==> config.mk <==
export PLATFORM = sky130hd
export DESIGN_NAME = stepper_reply_frame_parser_core
export DESIGN_NICKNAME = d
export VERILOG_FILES = /design/src/rtl/srfp_pkg.sv /design/src/rtl/stepper_reply_frame_parser_core.sv
export VERILOG_INCLUDE_DIRS = /design/src /design/src/rtl
export SDC_FILE = /design/constraint.sdc
export NUM_CORES = 1
export LEC_CHECK = 0
export ABC_AREA = 1
export BUFFER_PORTS_ARGS = -buffer_cell sky130_fd_sc_hd__buf_2
export CAP_MARGIN = 30
export CORE_ASPECT_RATIO = 1.25
export CORE_UTILIZATION = 50
export DETAILED_ROUTE_END_ITERATION = 8
export PLACE_DENSITY = 0.72
export SYNTH_ARGS = -nofsm -noshare
export SYNTH_HDL_FRONTEND = slang
export SYNTH_SLANG_ARGS = --single-unit
==> constraint.sdc <==
create_clock -name clock -period 2.4 [get_ports clock]
set_input_delay 0.12 -clock clock [delete_from_list [all_inputs] [get_ports clock]]
set_output_delay 0.12 -clock clock [all_outputs]
set_load 0.02 [all_outputs]
==> src/rtl/stepper_reply_frame_parser_core_defines.svh <==
// ---------------------------------------------------------------------------
// Stepper reply frame parser assertion macros
// Shared concurrent assertion forms clocked on clock, quiet during reset.
// ---------------------------------------------------------------------------
`ifndef STEPPER_REPLY_FRAME_PARSER_CORE_DEFINES_SVH
`define STEPPER_REPLY_FRAME_PARSER_CORE_DEFINES_SVH

// same-cycle implication
`define SRFP_ASSERT_NOW(lbl, cond, expr, msg) \
   lbl: assert property (@(posedge clock) disable iff (reset) (cond) |-> (expr)) \
      else $error(msg);

// next-cycle implication
`define SRFP_ASSERT_NEXT(lbl, cond, expr, msg) \
   lbl: assert property (@(posedge clock) disable iff (reset) (cond) |=> (expr)) \
      else $error(msg);

`endif

==> src/rtl/srfp_pkg.sv <==
// ---------------------------------------------------------------------------
// Stepper reply frame parser package
// Frame codes, lengths and result layout shared by the parser.
// ---------------------------------------------------------------------------
package srfp_pkg;

   typedef logic [7:0] byte_type;
   typedef logic [1:0] kind_type;
   typedef logic [3:0] count_type;

   localparam byte_type TAIL_BYTE   = 8'h6B;
   localparam byte_type FN_POSITION = 8'h36;
   localparam byte_type FN_SPEED    = 8'h35;
   localparam byte_type FN_HOME     = 8'h3B;
   localparam byte_type ADDR_RESET  = 8'h01;

   localparam count_type LEN_POSITION = 4'd8;
   localparam count_type LEN_SPEED    = 4'd6;
   localparam count_type LEN_OTHER    = 4'd4;
   localparam count_type STORE_DEPTH  = 4'd8;

   localparam kind_type KIND_POSITION = 2'd0;
   localparam kind_type KIND_SPEED    = 2'd1;
   localparam kind_type KIND_HOMING   = 2'd2;
   localparam kind_type KIND_STATUS   = 2'd3;

   localparam int RSP_FIELD_BITS = 77;
   localparam int RSP_DATA_BITS  = 80;

endpackage

==> src/rtl/stepper_reply_frame_parser_core.sv <==
// ---------------------------------------------------------------------------
// Stepper reply frame parser core
// Hunts reply frames in a byte stream and emits one feedback snapshot per
// accepted frame.
// ---------------------------------------------------------------------------
// One request byte can be taken every clock cycle while no held snapshot
// stalls intake. Each byte is captured in an input register, decoded
// against the frame state and, when it closes a frame with the 0x6B tail,
// the updated feedback snapshot is loaded into the result register, from
// which the response is offered. A snapshot held with rsp_tready low keeps
// the next byte in the input register and stalls further intake until the
// snapshot is taken. The device address written on the csr channel is used
// from the next address hunt on.

`include "stepper_reply_frame_parser_core_defines.svh"

module stepper_reply_frame_parser_core (
   input  logic        clock,
   input  logic        reset,
   input  logic        csr_valid,
   output logic        csr_ready,
   input  logic [7:0]  csr_data,    // device_address
   input  logic        req_tvalid,
   output logic        req_tready,
   input  logic [7:0]  req_tdata,   // rx_byte
   output logic        rsp_tvalid,
   input  logic        rsp_tready,
   // reply_kind[1:0], function_code[9:2], position[41:10], position_ok[42],
   // speed[58:43], speed_ok[59], homing_state[67:60], homing_ok[68],
   // command_status[76:69], zero fill[79:77]
   output logic [79:0] rsp_tdata
);

   srfp_pkg::byte_type  dev_addr_ff;
   logic                in_valid_ff;
   logic                in_valid_in;
   srfp_pkg::byte_type  in_byte_ff;
   srfp_pkg::byte_type  store_ff [srfp_pkg::STORE_DEPTH];
   logic                store_wr;
   logic [2:0]          store_idx;
   srfp_pkg::count_type bytes_held_ff, bytes_held_in;
   srfp_pkg::count_type frame_length_ff, frame_length_in;
   srfp_pkg::count_type held_next;
   logic signed [31:0]  position_ff, position_in;
   logic signed [15:0]  speed_ff, speed_in;
   srfp_pkg::byte_type  homing_ff, homing_in;
   srfp_pkg::byte_type  status_ff, status_in;
   logic [2:0]          valid_flags_ff, valid_flags_in;
   srfp_pkg::kind_type  kind;
   logic                emit;
   logic                advance;
   logic                neg;
   logic [31:0]         pos_mag;
   logic [15:0]         spd_mag;
   logic                rsp_valid_ff, rsp_valid_in;
   logic [srfp_pkg::RSP_DATA_BITS-1:0] rsp_data_ff;
   logic [srfp_pkg::RSP_DATA_BITS-1:0] rsp_data_in;

   assign csr_ready  = 1'b1;
   assign advance    = in_valid_ff && (!rsp_valid_ff || rsp_tready);
   assign req_tready = !in_valid_ff || advance;
   assign in_valid_in = req_tvalid ? 1'b1 : (advance ? 1'b0 : in_valid_ff);

   assign neg     = store_ff[2] != 8'h00;
   assign pos_mag = {store_ff[3], store_ff[4], store_ff[5], store_ff[6]};
   assign spd_mag = {store_ff[3], store_ff[4]};
   assign held_next = bytes_held_ff + 4'd1;

   always_comb begin
      bytes_held_in   = bytes_held_ff;
      frame_length_in = frame_length_ff;
      position_in     = position_ff;
      speed_in        = speed_ff;
      homing_in       = homing_ff;
      status_in       = status_ff;
      valid_flags_in  = valid_flags_ff;
      store_wr        = 1'b0;
      store_idx       = bytes_held_ff[2:0];
      emit            = 1'b0;
      kind            = srfp_pkg::KIND_STATUS;
      if (advance) begin
         if (bytes_held_ff == 4'd0) begin
            if (in_byte_ff == dev_addr_ff) begin
               store_wr      = 1'b1;
               bytes_held_in = 4'd1;
            end
         end else if (bytes_held_ff == 4'd1) begin
            store_wr      = 1'b1;
            bytes_held_in = 4'd2;
            if (in_byte_ff == srfp_pkg::FN_POSITION) begin
               frame_length_in = srfp_pkg::LEN_POSITION;
            end else if (in_byte_ff == srfp_pkg::FN_SPEED) begin
               frame_length_in = srfp_pkg::LEN_SPEED;
            end else begin
               frame_length_in = srfp_pkg::LEN_OTHER;
            end
         end else if (bytes_held_ff < srfp_pkg::STORE_DEPTH) begin
            store_wr      = 1'b1;
            bytes_held_in = held_next;
            if (held_next == frame_length_ff) begin
               bytes_held_in   = 4'd0;
               frame_length_in = 4'd0;
               if (in_byte_ff == srfp_pkg::TAIL_BYTE) begin
                  emit = 1'b1;
                  if (store_ff[1] == srfp_pkg::FN_POSITION) begin
                     kind = srfp_pkg::KIND_POSITION;
                     if (!neg) begin
                        position_in = pos_mag[31] ? 32'sh7FFF_FFFF : $signed(pos_mag);
                     end else begin
                        position_in = pos_mag[31] ? 32'sh8000_0000 : $signed(32'd0 - pos_mag);
                     end
                     valid_flags_in[0] = 1'b1;
                  end else if (store_ff[1] == srfp_pkg::FN_SPEED) begin
                     kind = srfp_pkg::KIND_SPEED;
                     if (!neg) begin
                        speed_in = spd_mag[15] ? 16'sh7FFF : $signed(spd_mag);
                     end else begin
                        speed_in = spd_mag[15] ? 16'sh8000 : $signed(16'd0 - spd_mag);
                     end
                     valid_flags_in[1] = 1'b1;
                  end else if (store_ff[1] == srfp_pkg::FN_HOME) begin
                     kind = srfp_pkg::KIND_HOMING;
                     homing_in = store_ff[2];
                     valid_flags_in[2] = 1'b1;
                  end else begin
                     kind = srfp_pkg::KIND_STATUS;
                     status_in = store_ff[2];
                  end
               end
            end
         end else begin
            bytes_held_in   = 4'd0;
            frame_length_in = 4'd0;
         end
      end
   end

   assign rsp_data_in = {
      {(srfp_pkg::RSP_DATA_BITS - srfp_pkg::RSP_FIELD_BITS){1'b0}},
      status_in, valid_flags_in[2], homing_in, valid_flags_in[1], speed_in,
      valid_flags_in[0], position_in, store_ff[1], kind};

   assign rsp_valid_in = emit ? 1'b1 : (rsp_tready ? 1'b0 : rsp_valid_ff);

   always_ff @(posedge clock) begin
      if (reset) begin
         dev_addr_ff     <= srfp_pkg::ADDR_RESET;
         in_valid_ff     <= 1'b0;
         bytes_held_ff   <= 4'd0;
         frame_length_ff <= 4'd0;
         position_ff     <= '0;
         speed_ff        <= '0;
         homing_ff       <= '0;
         status_ff       <= '0;
         valid_flags_ff  <= '0;
         rsp_valid_ff    <= 1'b0;
      end else begin
         if (csr_valid) begin
            dev_addr_ff <= csr_data;
         end
         in_valid_ff     <= in_valid_in;
         bytes_held_ff   <= bytes_held_in;
         frame_length_ff <= frame_length_in;
         position_ff     <= position_in;
         speed_ff        <= speed_in;
         homing_ff       <= homing_in;
         status_ff       <= status_in;
         valid_flags_ff  <= valid_flags_in;
         rsp_valid_ff    <= rsp_valid_in;
      end
   end

   always_ff @(posedge clock) begin
      if (req_tvalid && req_tready) begin
         in_byte_ff <= req_tdata;
      end
      if (store_wr) begin
         store_ff[store_idx] <= in_byte_ff;
      end
      if (emit) begin
         rsp_data_ff <= rsp_data_in;
      end
   end

   assign rsp_tvalid = rsp_valid_ff;
   assign rsp_tdata  = rsp_data_ff;

   `SRFP_ASSERT_NOW(a_held_range, 1'b1, bytes_held_ff <= srfp_pkg::STORE_DEPTH, "held overflow")
   `SRFP_ASSERT_NOW(a_len_idle, bytes_held_ff < 4'd2, frame_length_ff == 4'd0, "early length")
   `SRFP_ASSERT_NEXT(a_sticky, 1'b1, &(valid_flags_ff | ~$past(valid_flags_ff)), "flag lost")
   `SRFP_ASSERT_NEXT(a_pos_ok, emit && kind == srfp_pkg::KIND_POSITION, rsp_data_ff[42], "no pos flag")

endmodule
==> impl_metrics.json, run 1 <==
{
  "gp_congestion": 0.9318,
  "die_area_um2": 19620,
  "vias": 7333,
  "cts_tree": "built",
  "netlist_instances": 1088,
  "antenna_left": 0,
  "holdPathEnd": "dev_addr_ff[1]",
  "post-place-ws_ns": 0.04781,
  "drive_above_1_share": 0.1634,
  "numClockSinks": 217,
  "irDropWorstVdd_uv": 516.2,
  "antenna_found_initial": 0,
  "syn_to_final_growth_pct": 20.51,
  "portBuffers": 99,
  "hold_start": "csr_valid",
  "critPathMaxStageDelay_ns": 0.31,
  "worstPathRequired_ns": 2.78,
  "hold_depth": 3,
  "path_cells": "buf_4, ha_1, a21oi_1, nand3_1, nor2_4, inv_2, nor2_4, buf_12, nand2_1, nand2_1, nand2_1, inv_1",
  "leakage_nw": 5.242,
  "start_kind": "flip-flop",
  "cap_violations": 0,
  "clkTransAtPathRegs_ns": 0.06,
  "wl_per_cell_um": 13.61,
  "mostFrequentLayoutCells": "nand2_1 (322), inv_1 (150), nor2_1 (134)",
  "cts_inserted_buffers": 21,
  "drtPass1Iterations": 7,
  "clockBufferDepth": 3,
  "outcome": "complete, but fails checks",
  "post_cts_buffers": 0,
  "min_period_over_period": 0.9336,
  "setup_ws_ns": 0.1594,
  "reg2reg_to": "rsp_tdata[34]",
  "cp-end-kind": "flip-flop",
  "grt_usage": 0.2106,
  "drt-met1-wl_um": 8271,
  "drc": 8,
  "fillers": 1566,
  "hold_viol": 0,
  "insertion_delay_ns": 0.50,
  "cts-root-buf": "clkbuf_16",
  "max_freq_mhz": 446.3,
  "antenna_cells": 0,
  "met3_length_um": 829,
  "critPathSlowestCell": "dfxtp_1",
  "period_needed_ns": 2.241,
  "ys_types": 35,
  "slew_headroom": 0.6272,
  "rows": 56,
  "avgSynthCellArea_um2": 8.760,
  "first_iter_violations": 480,
  "cts_max_level": 1,
  "fin_nets": 1278,
  "core_um2": 18710,
  "crit_start": "bytes_held_ff[0]",
  "grt_pass1_vias": 6939,
  "final_common_cell": "nand2_1",
  "rsz0062_at_grt": "true",
  "final_util": 0.6139,
  "vias_per_cell": 4.892,
  "setup_viol": 0,
  "ys_seq_area_frac": 0.5955,
  "r2r_start": "bytes_held_ff[0]",
  "die_w_um": 125.5,
  "hold_path.class": "input port to flip-flop",
  "dr_wl_met2_um": 10380,
  "die_h_um": 156.4,
  "cpMostUsedCell": "nand2_1",
  "violations": "design-rule violations",
  "syn_area_um2": 9530,
  "powerDensity_nw_per_um2": 626.0,
  "rr_worst_depth": 12,
  "arrival_ns": 2.62,
  "crit_fanout": 29,
  "overflow": 0,
  "ys_ff_latch": 217,
  "ioPinCount": 104,
  "r2r_slack_ns": 0.16,
  "clock_skew_ns": 0.009935,
  "crit_type": "flip-flop to flip-flop",
  "initial_core_util": 0.5094,
  "hpwlAfterDp_um": 14320,
  "highest_layer": "met4",
  "worst_slew_pin_slew_ns": 0.5583,
  "grt_max_degree": 46,
  "yosysWarnings": 0,
  "grt_pass1_wl_um": 32950,
  "wirelength_um": 20400,
  "drv_slew": 0
}
==> critical path: cells and delay by family (launching register included) <==
family,cells,cell delay (ns)
adders and majority gates,1,0.21
and+or+nand+nor,6,0.86
AOI/OAI and AO/OA,1,0.20
buffers and inverters,4,0.51
DFF,1,0.31
==> per-layer routing <==
metal,track usage,vias up
met5,0,-
met4,0.1074,0
met3,0.02222,62
met2,0.3836,187
met1,0.2459,3316
li1,-,3768
==> kinds of logic after synthesis <==
logic type,Yosys count,share of synthesized area
and+or+nand+nor,575,0.2538
DFF,217,0.5955
buffers and inverters,193,0.08140
AOI/OAI and AO/OA,69,0.03715
xor gates and xnor gates,27,0.02481
adders and majority gates,5,0.006564
other,2,0.0007880
==> what timing repair did <==
item / in CTS / in global routing
hold buffers: 27 / 0
endpoints found under the hold margin: 22 / 0
setup endpoints to repair: 0 / 77
gates resized for setup: 0 / 9
==> cell type report <==
type | count | area [um^2] | share of cell area
clock buffer | 27 | 578.1 | 0.05033
clock inverter | 11 | 63.81 | 0.005556
inverter | 161 | 604.3 | 0.05262
multi-input combinational | 680 | 3107 | 0.2705
sequential | 217 | 5675 | 0.4942
tap | 232 | 290.3 | 0.02527
timing repair buffer | 171 | 1166 | 0.1015
==> state kept, by name, summed over array words and instances, names as in the netlist <==
register / count
homing_ff: 8
store_ff: 48
bytes_held_ff: 4
status_ff: 8
valid_flags_ff: 3
rsp_tdata: 77
position_ff: 32
in_valid_ff: 1
dev_addr_ff: 8
rsp_tvalid: 1
speed_ff: 16
frame_length_ff: 3
in_byte_ff: 8
==> per-stage QoR <==
| stage | instance area [um^2] | hold WS [ns] | power [mW] | setup TNS, ns | instances |
|---|---|---|---|---|---|
| after floorplan | 9545 | 0.2189 | 4.111 | 0 | 1090 |
| after global placement | 10540 | 0.2983 | 4.173 | 0 | 1434 |
| after detailed placement | 10540 | 0.2981 | 4.176 | 0 | 1434 |
| after CTS | 11450 | 0.03573 | 7.255 | 0 | 1499 |
| after global routing | 11480 | 0.08782 | 7.409 | -0.002164 | 1499 |
| final | 11480 | 0.05729 | 7.190 | 0 | 1499 |
==> worst max path at each step <==
stage	endpoint	slack, ns	depth (start not counted)
2_1_floorplan	rsp_tdata[0]	0.02	11
3_3_place_gp	rsp_tdata[72]	0.14	8
3_5_place_dp	status_ff[6]	0.05	12
4_1_cts	status_ff[6]	0.03	12
5_1_grt	rsp_tdata[34]	-0.002	14
6_report	rsp_tdata[34]	0.16	12
==> synthesized netlist by cell type <==
| cell | instances | area share |
|---|---|---|
| buf_6 | 2 | 0.0024 |
| nand3_1 | 72 | 0.038 |
| nand2_2 | 1 | 0.00066 |
| nand4_1 | 12 | 0.0079 |
| xnor2_1 | 11 | 0.010 |
| conb_1 | 2 | 0.00079 |
| inv_1 | 150 | 0.059 |
| clkinv_1 | 1 | 0.00039 |
| o21ai_1 | 3 | 0.0016 |
| a21oi_1 | 45 | 0.024 |
| nor2_1 | 136 | 0.054 |
| buf_2 | 5 | 0.0026 |
| nand3_4 | 1 | 0.0018 |
| nand3b_1 | 2 | 0.0016 |
| and3_1 | 1 | 0.00066 |
| a31oi_1 | 1 | 0.00066 |
| o211ai_1 | 1 | 0.00079 |
| edfxtp_1 | 133 | 0.42 |
| nor2_2 | 1 | 0.00066 |
| o21ai_0 | 17 | 0.0089 |
| buf_4 | 8 | 0.0063 |
| xor2_1 | 16 | 0.015 |
| dfxtp_1 | 84 | 0.18 |
| nand2_1 | 325 | 0.13 |
| nor2_8 | 2 | 0.0042 |
| nor2_4 | 5 | 0.0059 |
| inv_2 | 10 | 0.0039 |
| ha_1 | 5 | 0.0066 |
| nor3_1 | 10 | 0.0053 |
| clkbuf_1 | 16 | 0.0063 |
| o21a_1 | 2 | 0.0016 |
| nand3_2 | 3 | 0.0032 |
| or2_2 | 2 | 0.0013 |
| nor4_1 | 2 | 0.0013 |
| buf_1 | 1 | 0.00039 |
==> report_power, final <==
part           internal (mW)  total, mW  switching, mW  leakage, nW
Clock                   1.71       3.06           1.34        0.320
Combinational         0.0781      0.171         0.0924         3.08
Sequential              3.95       3.96         0.0193         1.84
(Power assumes the default switching activity.)
==> run 2: changes to the inputs <==
--- a/config.mk
+++ b/config.mk
@@ -6,13 +6,13 @@
 export SDC_FILE = /design/constraint.sdc
 export NUM_CORES = 1
 export LEC_CHECK = 0
-export ABC_AREA = 1
+export ABC_AREA = 0
 export BUFFER_PORTS_ARGS = -buffer_cell sky130_fd_sc_hd__buf_2
 export CAP_MARGIN = 30
 export CORE_ASPECT_RATIO = 1.25
 export CORE_UTILIZATION = 50
 export DETAILED_ROUTE_END_ITERATION = 8
-export PLACE_DENSITY = 0.72
+export PLACE_DENSITY = 0.73
 export SYNTH_ARGS = -nofsm -noshare
 export SYNTH_HDL_FRONTEND = slang
 export SYNTH_SLANG_ARGS = --single-unit
==> impl_metrics.json, run 2 <==
{
  "arrival_ns": 2.78,
  "highest_layer": "met4",
  "antenna_found_initial": 0,
  "clockBufferDepth": 3,
  "drt-met1-wl_um": 8282,
  "intPower_mw": 6.080,
  "antenna_cells": 0,
  "overflow": 0,
  "combPwrFrac": 0.024,
  "hold_viol": 0,
  "critPathMaxStageDelay_ns": 0.41,
  "synth_largest_area_cell": "edfxtp_1",
  "synth_compound_area_frac": 0.09152,
  "cp_top_family": "simple AND/OR/NAND/NOR gates",
  "setup_ws_ns": 0.02349,
  "synth_top_cells_by_count": "edfxtp_1 (133), dfxtp_1 (84), nor2_1 (74), nand2_1 (55), and2_1 (50)",
  "vias_per_cell": 5.393,
  "irDropWorstVdd_uv": 603.7,
  "post-place-ws_ns": -0.07901,
  "synth.area.mux_share": 0.03570,
  "grt_max_degree": 55,
  "yosys.area_share.simple": 0.1740,
  "rows": 54,
  "wirelength_um": 21110,
  "gp_congestion": 0.9081,
  "power.switching_mw": 1.533,
  "swShare": 0.2014,
  "synth_fa_ha_area_frac": 0.006840,
  "p_clk_frac": 0.454,
  "holdPathEnd": "dev_addr_ff[0]",
  "async_flop_share": 0,
  "dr_wl_met2_um": 11150,
  "grt_pass1_wl_um": 32810,
  "worst-path-buf-inv": 2,
  "final_cell_area_um2": 12010,
  "cts-root-buf": "clkbuf_16",
  "hold_path.class": "input port to flip-flop",
  "met3_length_um": 921,
  "syn_area_um2": 9146,
  "largest_register_ffs": 77,
  "vias": 6649,
  "core_um2": 17700,
  "ioPinCount": 104,
  "ys_seq_area_frac": 0.6205,
  "crit_type": "flip-flop to flip-flop",
  "die_area_um2": 18840,
  "portBuffers": 99,
  "hpwlAfterDp_um": 14050,
  "hold_start": "reset",
  "cp-end-kind": "flip-flop",
  "synth.area.top_cells": "edfxtp_1 (44%), dfxtp_1 (18%), and2_1 (3.4%)",
  "grt_usage": 0.2244,
  "path_cells": "inv_4, ha_4, xnor2_2, nand2_2, or3_4, a2111oi_4, buf_6, mux2_4, and2_4",
  "slew_headroom": 0.6310,
  "hold_depth": 3,
  "setup_viol": 0,
  "period_needed_ns": 2.377,
  "worstPathRequired_ns": 2.81,
  "clock_skew_ns": 0.02212,
  "die_h_um": 153.2,
  "first_iter_violations": 396,
  "netlist_instances": 783,
  "ys_types": 62,
  "grt_pass1_vias": 6614,
  "max_freq_mhz": 420.8,
  "crit_fanout": 8,
  "die_w_um": 123.0,
  "start_kind": "flip-flop",
  "clkTransAtPathRegs_ns": 0.06,
  "ys_ff_latch": 217,
  "synthXorXnorAreaFrac": 0.04487,
  "antenna_left": 0,
  "syn_to_final_growth_pct": 31.34,
  "placed_area_um2": 10560,
  "r2r_start": "bytes_held_ff[0]",
  "drc": 0,
  "fin_nets": 1019,
  "synth-edff-count": 133,
  "worst_slew_pin_slew_ns": 0.5459,
  "drtPass1Iterations": 5,
  "outcome": "complete, no violations",
  "synth_top_cell_area_share": 0.4367,
  "p_seq_frac": 0.522,
  "cts_inserted_buffers": 22,
  "drive_above_1_share": 0.3548,
  "min_period_over_period": 0.9902,
  "reg2reg_to": "status_ff[7]",
  "insertion_delay_ns": 0.51,
  "cts_max_level": 1,
  "finalPower_mw": 7.614,
  "synth_top_family_by_area": "simple AND/OR/NAND/NOR gates",
  "leakage_nw": 4.737,
  "yosysWarnings": 0,
  "drv_slew": 0,
  "cap_violations": 0,
  "holdWs_ns": 0.02760,
  "wl_per_cell_um": 17.12,
  "final_common_cell": "edfxtp_1",
  "avgSynthCellArea_um2": 11.68,
  "cts_tree": "built",
  "synth_flop_cell": "edfxtp_1",
  "initial_core_util": 0.5167,
  "yosysMostFrequentCell": "edfxtp_1",
  "powerDensity_nw_per_um2": 633.8,
  "mostFrequentLayoutCells": "edfxtp_1 (133), buf_2 (99), buf_4 (92)",
  "rsz0062_at_grt": "true",
  "critPathSlowestCell": "dfxtp_4",
  "r2r_slack_ns": 0.02,
  "numClockSinks": 217,
  "rr_worst_depth": 9
}
==> run 2: kinds of logic after synthesis <==
| group | count (synthesis) |
|---|---|
| AOI/OAI and AO/OA | 127 |
| muxes | 30 |
| DFF | 217 |
| xor gates and xnor gates | 46 |
| buffers and inverters | 54 |
| adders and majority gates | 5 |
| other | 2 |
| and+or+nand+nor | 302 |
==> run 2: area by class of cell <==
cell class / count / area, um^2
Clock buffer: 27 / 610.6
Clock inverter: 13 / 141.4
Sequential cell: 217 / 5684
Inverter: 13 / 53.80
Tap cell: 224 / 280.3
Timing Repair Buffer: 225 / 1650
Multi-Input combinational cell: 514 / 3592
Fill cell: 1265 / 5689
==> run 2: through the flow <==
step	cells	setup TNS, ns	util
after floorplan	785	-102.68	-
after global placement	1158	-0.5753	0.5963
after detailed placement	1158	-1.939	0.5963
after CTS	1219	-0.001119	0.6561
after global routing	1233	-0.6667	0.6786
final	1233	0	0.6786
==> run 2: worst reg2reg max path: stages, from the launching register on <==
cell and delay [ns]:
dfxtp_4 0.41, inv_4 0.06, ha_4 0.27, xnor2_2 0.11, nand2_2 0.10, or3_4 0.37
a2111oi_4 0.26, buf_6 0.22, mux2_4 0.33, and2_4 0.15
==> run 2: power groups by stage <==
stage                     Clock (mW)  Combinational [mW]  Sequential (mW)
after floorplan                    0              0.0668             4.05
after global placement             0               0.147             4.05
after detailed placement           0               0.148             4.05
after CTS                       3.53               0.174             3.97
after global routing            3.66               0.197             3.97
final                           3.46               0.183             3.97
==> run 2: per-layer routing <==
layer	vias up	GRT usage
met1	3169	0.2641
met3	57	0.03134
li1	3240	-
met4	0	0.08778
met2	183	0.4056
met5	-	0
==> run 2: how the worst max path moves through the flow <==
stage,from,end,slack [ns],cells past startpoint
4_1_cts,store_ff[5][2],rsp_tdata[41],-0.001,8
2_1_floorplan,bytes_held_ff[0],rsp_tdata[0],-1.23,7
3_3_place_gp,in_byte_ff[7],store_ff[1][4],-0.05,7
6_report,bytes_held_ff[0],status_ff[7],0.02,9
3_5_place_dp,in_byte_ff[4],store_ff[5][1],-0.08,8
5_1_grt,bytes_held_ff[1],status_ff[7],-0.04,10
==> run 2: timing repair <==
| action | CTS | global route |
|---|---|---|
| setup buffers | 1 | 13 |
| pin swaps | 3 | 15 |
| setup endpoints to repair | 74 | 165 |
| cloned | 1 | 1 |
| resized for setup | 16 | 62 |
| endpoints found under the hold margin | 18 | 0 |
| hold buffers | 19 | 0 |
==> run 3: changes to the inputs <==
--- a/config.mk
+++ b/config.mk
@@ -9,7 +9,6 @@
 export ABC_AREA = 0
 export BUFFER_PORTS_ARGS = -buffer_cell sky130_fd_sc_hd__buf_2
 export CAP_MARGIN = 30
-export CORE_ASPECT_RATIO = 1.25
 export CORE_UTILIZATION = 50
 export DETAILED_ROUTE_END_ITERATION = 8
 export PLACE_DENSITY = 0.73
==> constraint.sdc (replaced) <==
create_clock -name clock -period 2.4 [get_ports clock]
set_input_delay 0.12 -clock clock [delete_from_list [all_inputs] [get_ports clock]]
set_output_delay 0.12 -clock clock [all_outputs]
set_load 0.05 [all_outputs]
==> impl_metrics.json, run 3 (same netlist as run 2, synthesis figures left out) <==
{
  "setup_viol": 20,
  "antenna_cells": 0,
  "mostFrequentLayoutCells": "edfxtp_1 (133), buf_2 (99), buf_4 (85)",
  "period_needed_ns": 2.409,
  "die_area_um2": 18840,
  "max_freq_mhz": 415.2,
  "insertion_delay_ns": 0.52,
  "portBuffers": 99,
  "die_w_um": 137.3,
  "irDropWorstVdd_uv": 774.4,
  "drtPass1Iterations": 7,
  "fin_nets": 1020,
  "hpwlAfterDp_um": 13830,
  "powerDensity_nw_per_um2": 621.9,
  "first_iter_violations": 500,
  "worst_slew_pin_slew_ns": 0.6159,
  "cts_inserted_buffers": 22,
  "hold_viol": 0,
  "min_period_over_period": 1.004,
  "arrival_ns": 2.57,
  "slew_headroom": 0.5836,
  "grt_max_degree": 55,
  "cp-end-kind": "flip-flop",
  "grt_pass1_vias": 6134,
  "worstPathRequired_ns": 2.56,
  "vias_per_cell": 5.404,
  "numClockSinks": 217,
  "start_kind": "flip-flop",
  "clkTransAtPathRegs_ns": 0.06,
  "overflow": 0,
  "drv_slew": 0,
  "clockBufferDepth": 3,
  "grt_usage": 0.2129,
  "rows": 49,
  "ioPinCount": 104,
  "cts_tree": "built",
  "crit_type": "flip-flop to flip-flop",
  "antenna_left": 0,
  "outcome": "complete, but fails checks",
  "drc": 0,
  "antenna_found_initial": 0,
  "cap_violations": 0,
  "setup_ws_ns": -0.008714,
  "core_um2": 17960,
  "cts-root-buf": "clkbuf_16",
  "drive_above_1_share": 0.3386,
  "hold_path.class": "input port to flip-flop",
  "rsz0062_at_grt": "true",
  "clock_skew_ns": 0.02609,
  "die_h_um": 137.3,
  "violations": "negative setup slack",
  "leakage_nw": 4.706,
  "cts_max_level": 1,
  "initial_core_util": 0.5092,
  "wirelength_um": 21430,
  "wl_per_cell_um": 17.29,
  "crit_fanout": 22,
  "vias": 6695,
  "final_common_cell": "edfxtp_1",
  "gp_congestion": 0.9455,
  "finalPower_mw": 7.442,
  "syn_to_final_growth_pct": 30.82,
  "post-place-ws_ns": -0.05726,
  "grt_pass1_wl_um": 30880,
  "largest_register_ffs": 77
}
-- run 3: per-layer routing --
| metal | up-vias | share of wire | global-route usage |
|---|---|---|---|
| met5 | - | 0 | 0 |
| met4 | 0 | 0.028 | 0.05922 |
| met2 | 243 | 0.50 | 0.3673 |
| li1 | 3243 | - | - |
| met3 | 50 | 0.057 | 0.03348 |
| met1 | 3159 | 0.42 | 0.2774 |
-- run 3: critical path, stage by stage (launching register included) --
cell	delay, ns
dfxtp_4	0.42
inv_4	0.06
ha_4	0.28
xnor2_2	0.11
nand2_2	0.12
or3_4	0.38
buf_4	0.17
nor3_4	0.17
buf_4	0.35
-- run 3: final cells by class --
type / count / area, um^2
fillers: 1281 / 5998
flip-flops and latches: 217 / 5684
multi-input cells: 514 / 3526
repair buffers: 226 / 1722
clock buffers: 34 / 625.6
well taps: 229 / 286.5
clock inverters: 6 / 67.56
inverters: 13 / 53.80
-- run 3: path summary, 6_finish.rpt --
| check | cells after the start | slack, ns | endpoint | startpoint |
|---|---|---|---|---|
| setup reg to reg | 8 | -0.009 | rsp_tdata[16] | bytes_held_ff[0] |
| hold reg to reg | 0 | 0.45 | rsp_tdata[7] | store_ff[1][5] |
| hold / removal | 3 | 0.03 | dev_addr_ff[0] | csr_valid |
| setup / recovery | 8 | -0.009 | rsp_tdata[16] | bytes_held_ff[0] |
-- run 3: what timing repair did --
item / in CTS / in global routing
endpoints found under the hold margin: 18 / 0
buffers inserted: 0 / 12
hold buffers: 19 / 0
gates resized for setup: 4 / 66
pin swaps: 0 / 6
endpoints found under the setup margin: 35 / 179
gates cloned: 0 / 6
-- run 3: per-stage QoR --
| step | instances | hold slack (ns) | utilization | instance area, um^2 | TNS, ns |
|---|---|---|---|---|---|
| 2_1_floorplan | 785 | 0.2189 | - | 9190 | -102.68 |
| 4_1_cts | 1221 | 0.008997 | 0.6386 | 11470 | 0 |
| 5_1_grt | 1239 | 0.03121 | 0.6661 | 11970 | -5.208 |
| 6_report | 1239 | 0.02554 | 0.6661 | 11970 | -0.07194 |
| 3_5_place_dp | 1162 | 0.2992 | 0.5882 | 10570 | -1.248 |
| 3_3_place_gp | 1162 | 0.2977 | 0.5882 | 10570 | -1.233 |
-- run 3: report_power, final --
part / switching, mW / internal, mW
sequential: 0.0205 / 3.95
combinational: 0.107 / 0.0787
clock: 1.38 / 1.91
total: 1.50 / 5.94
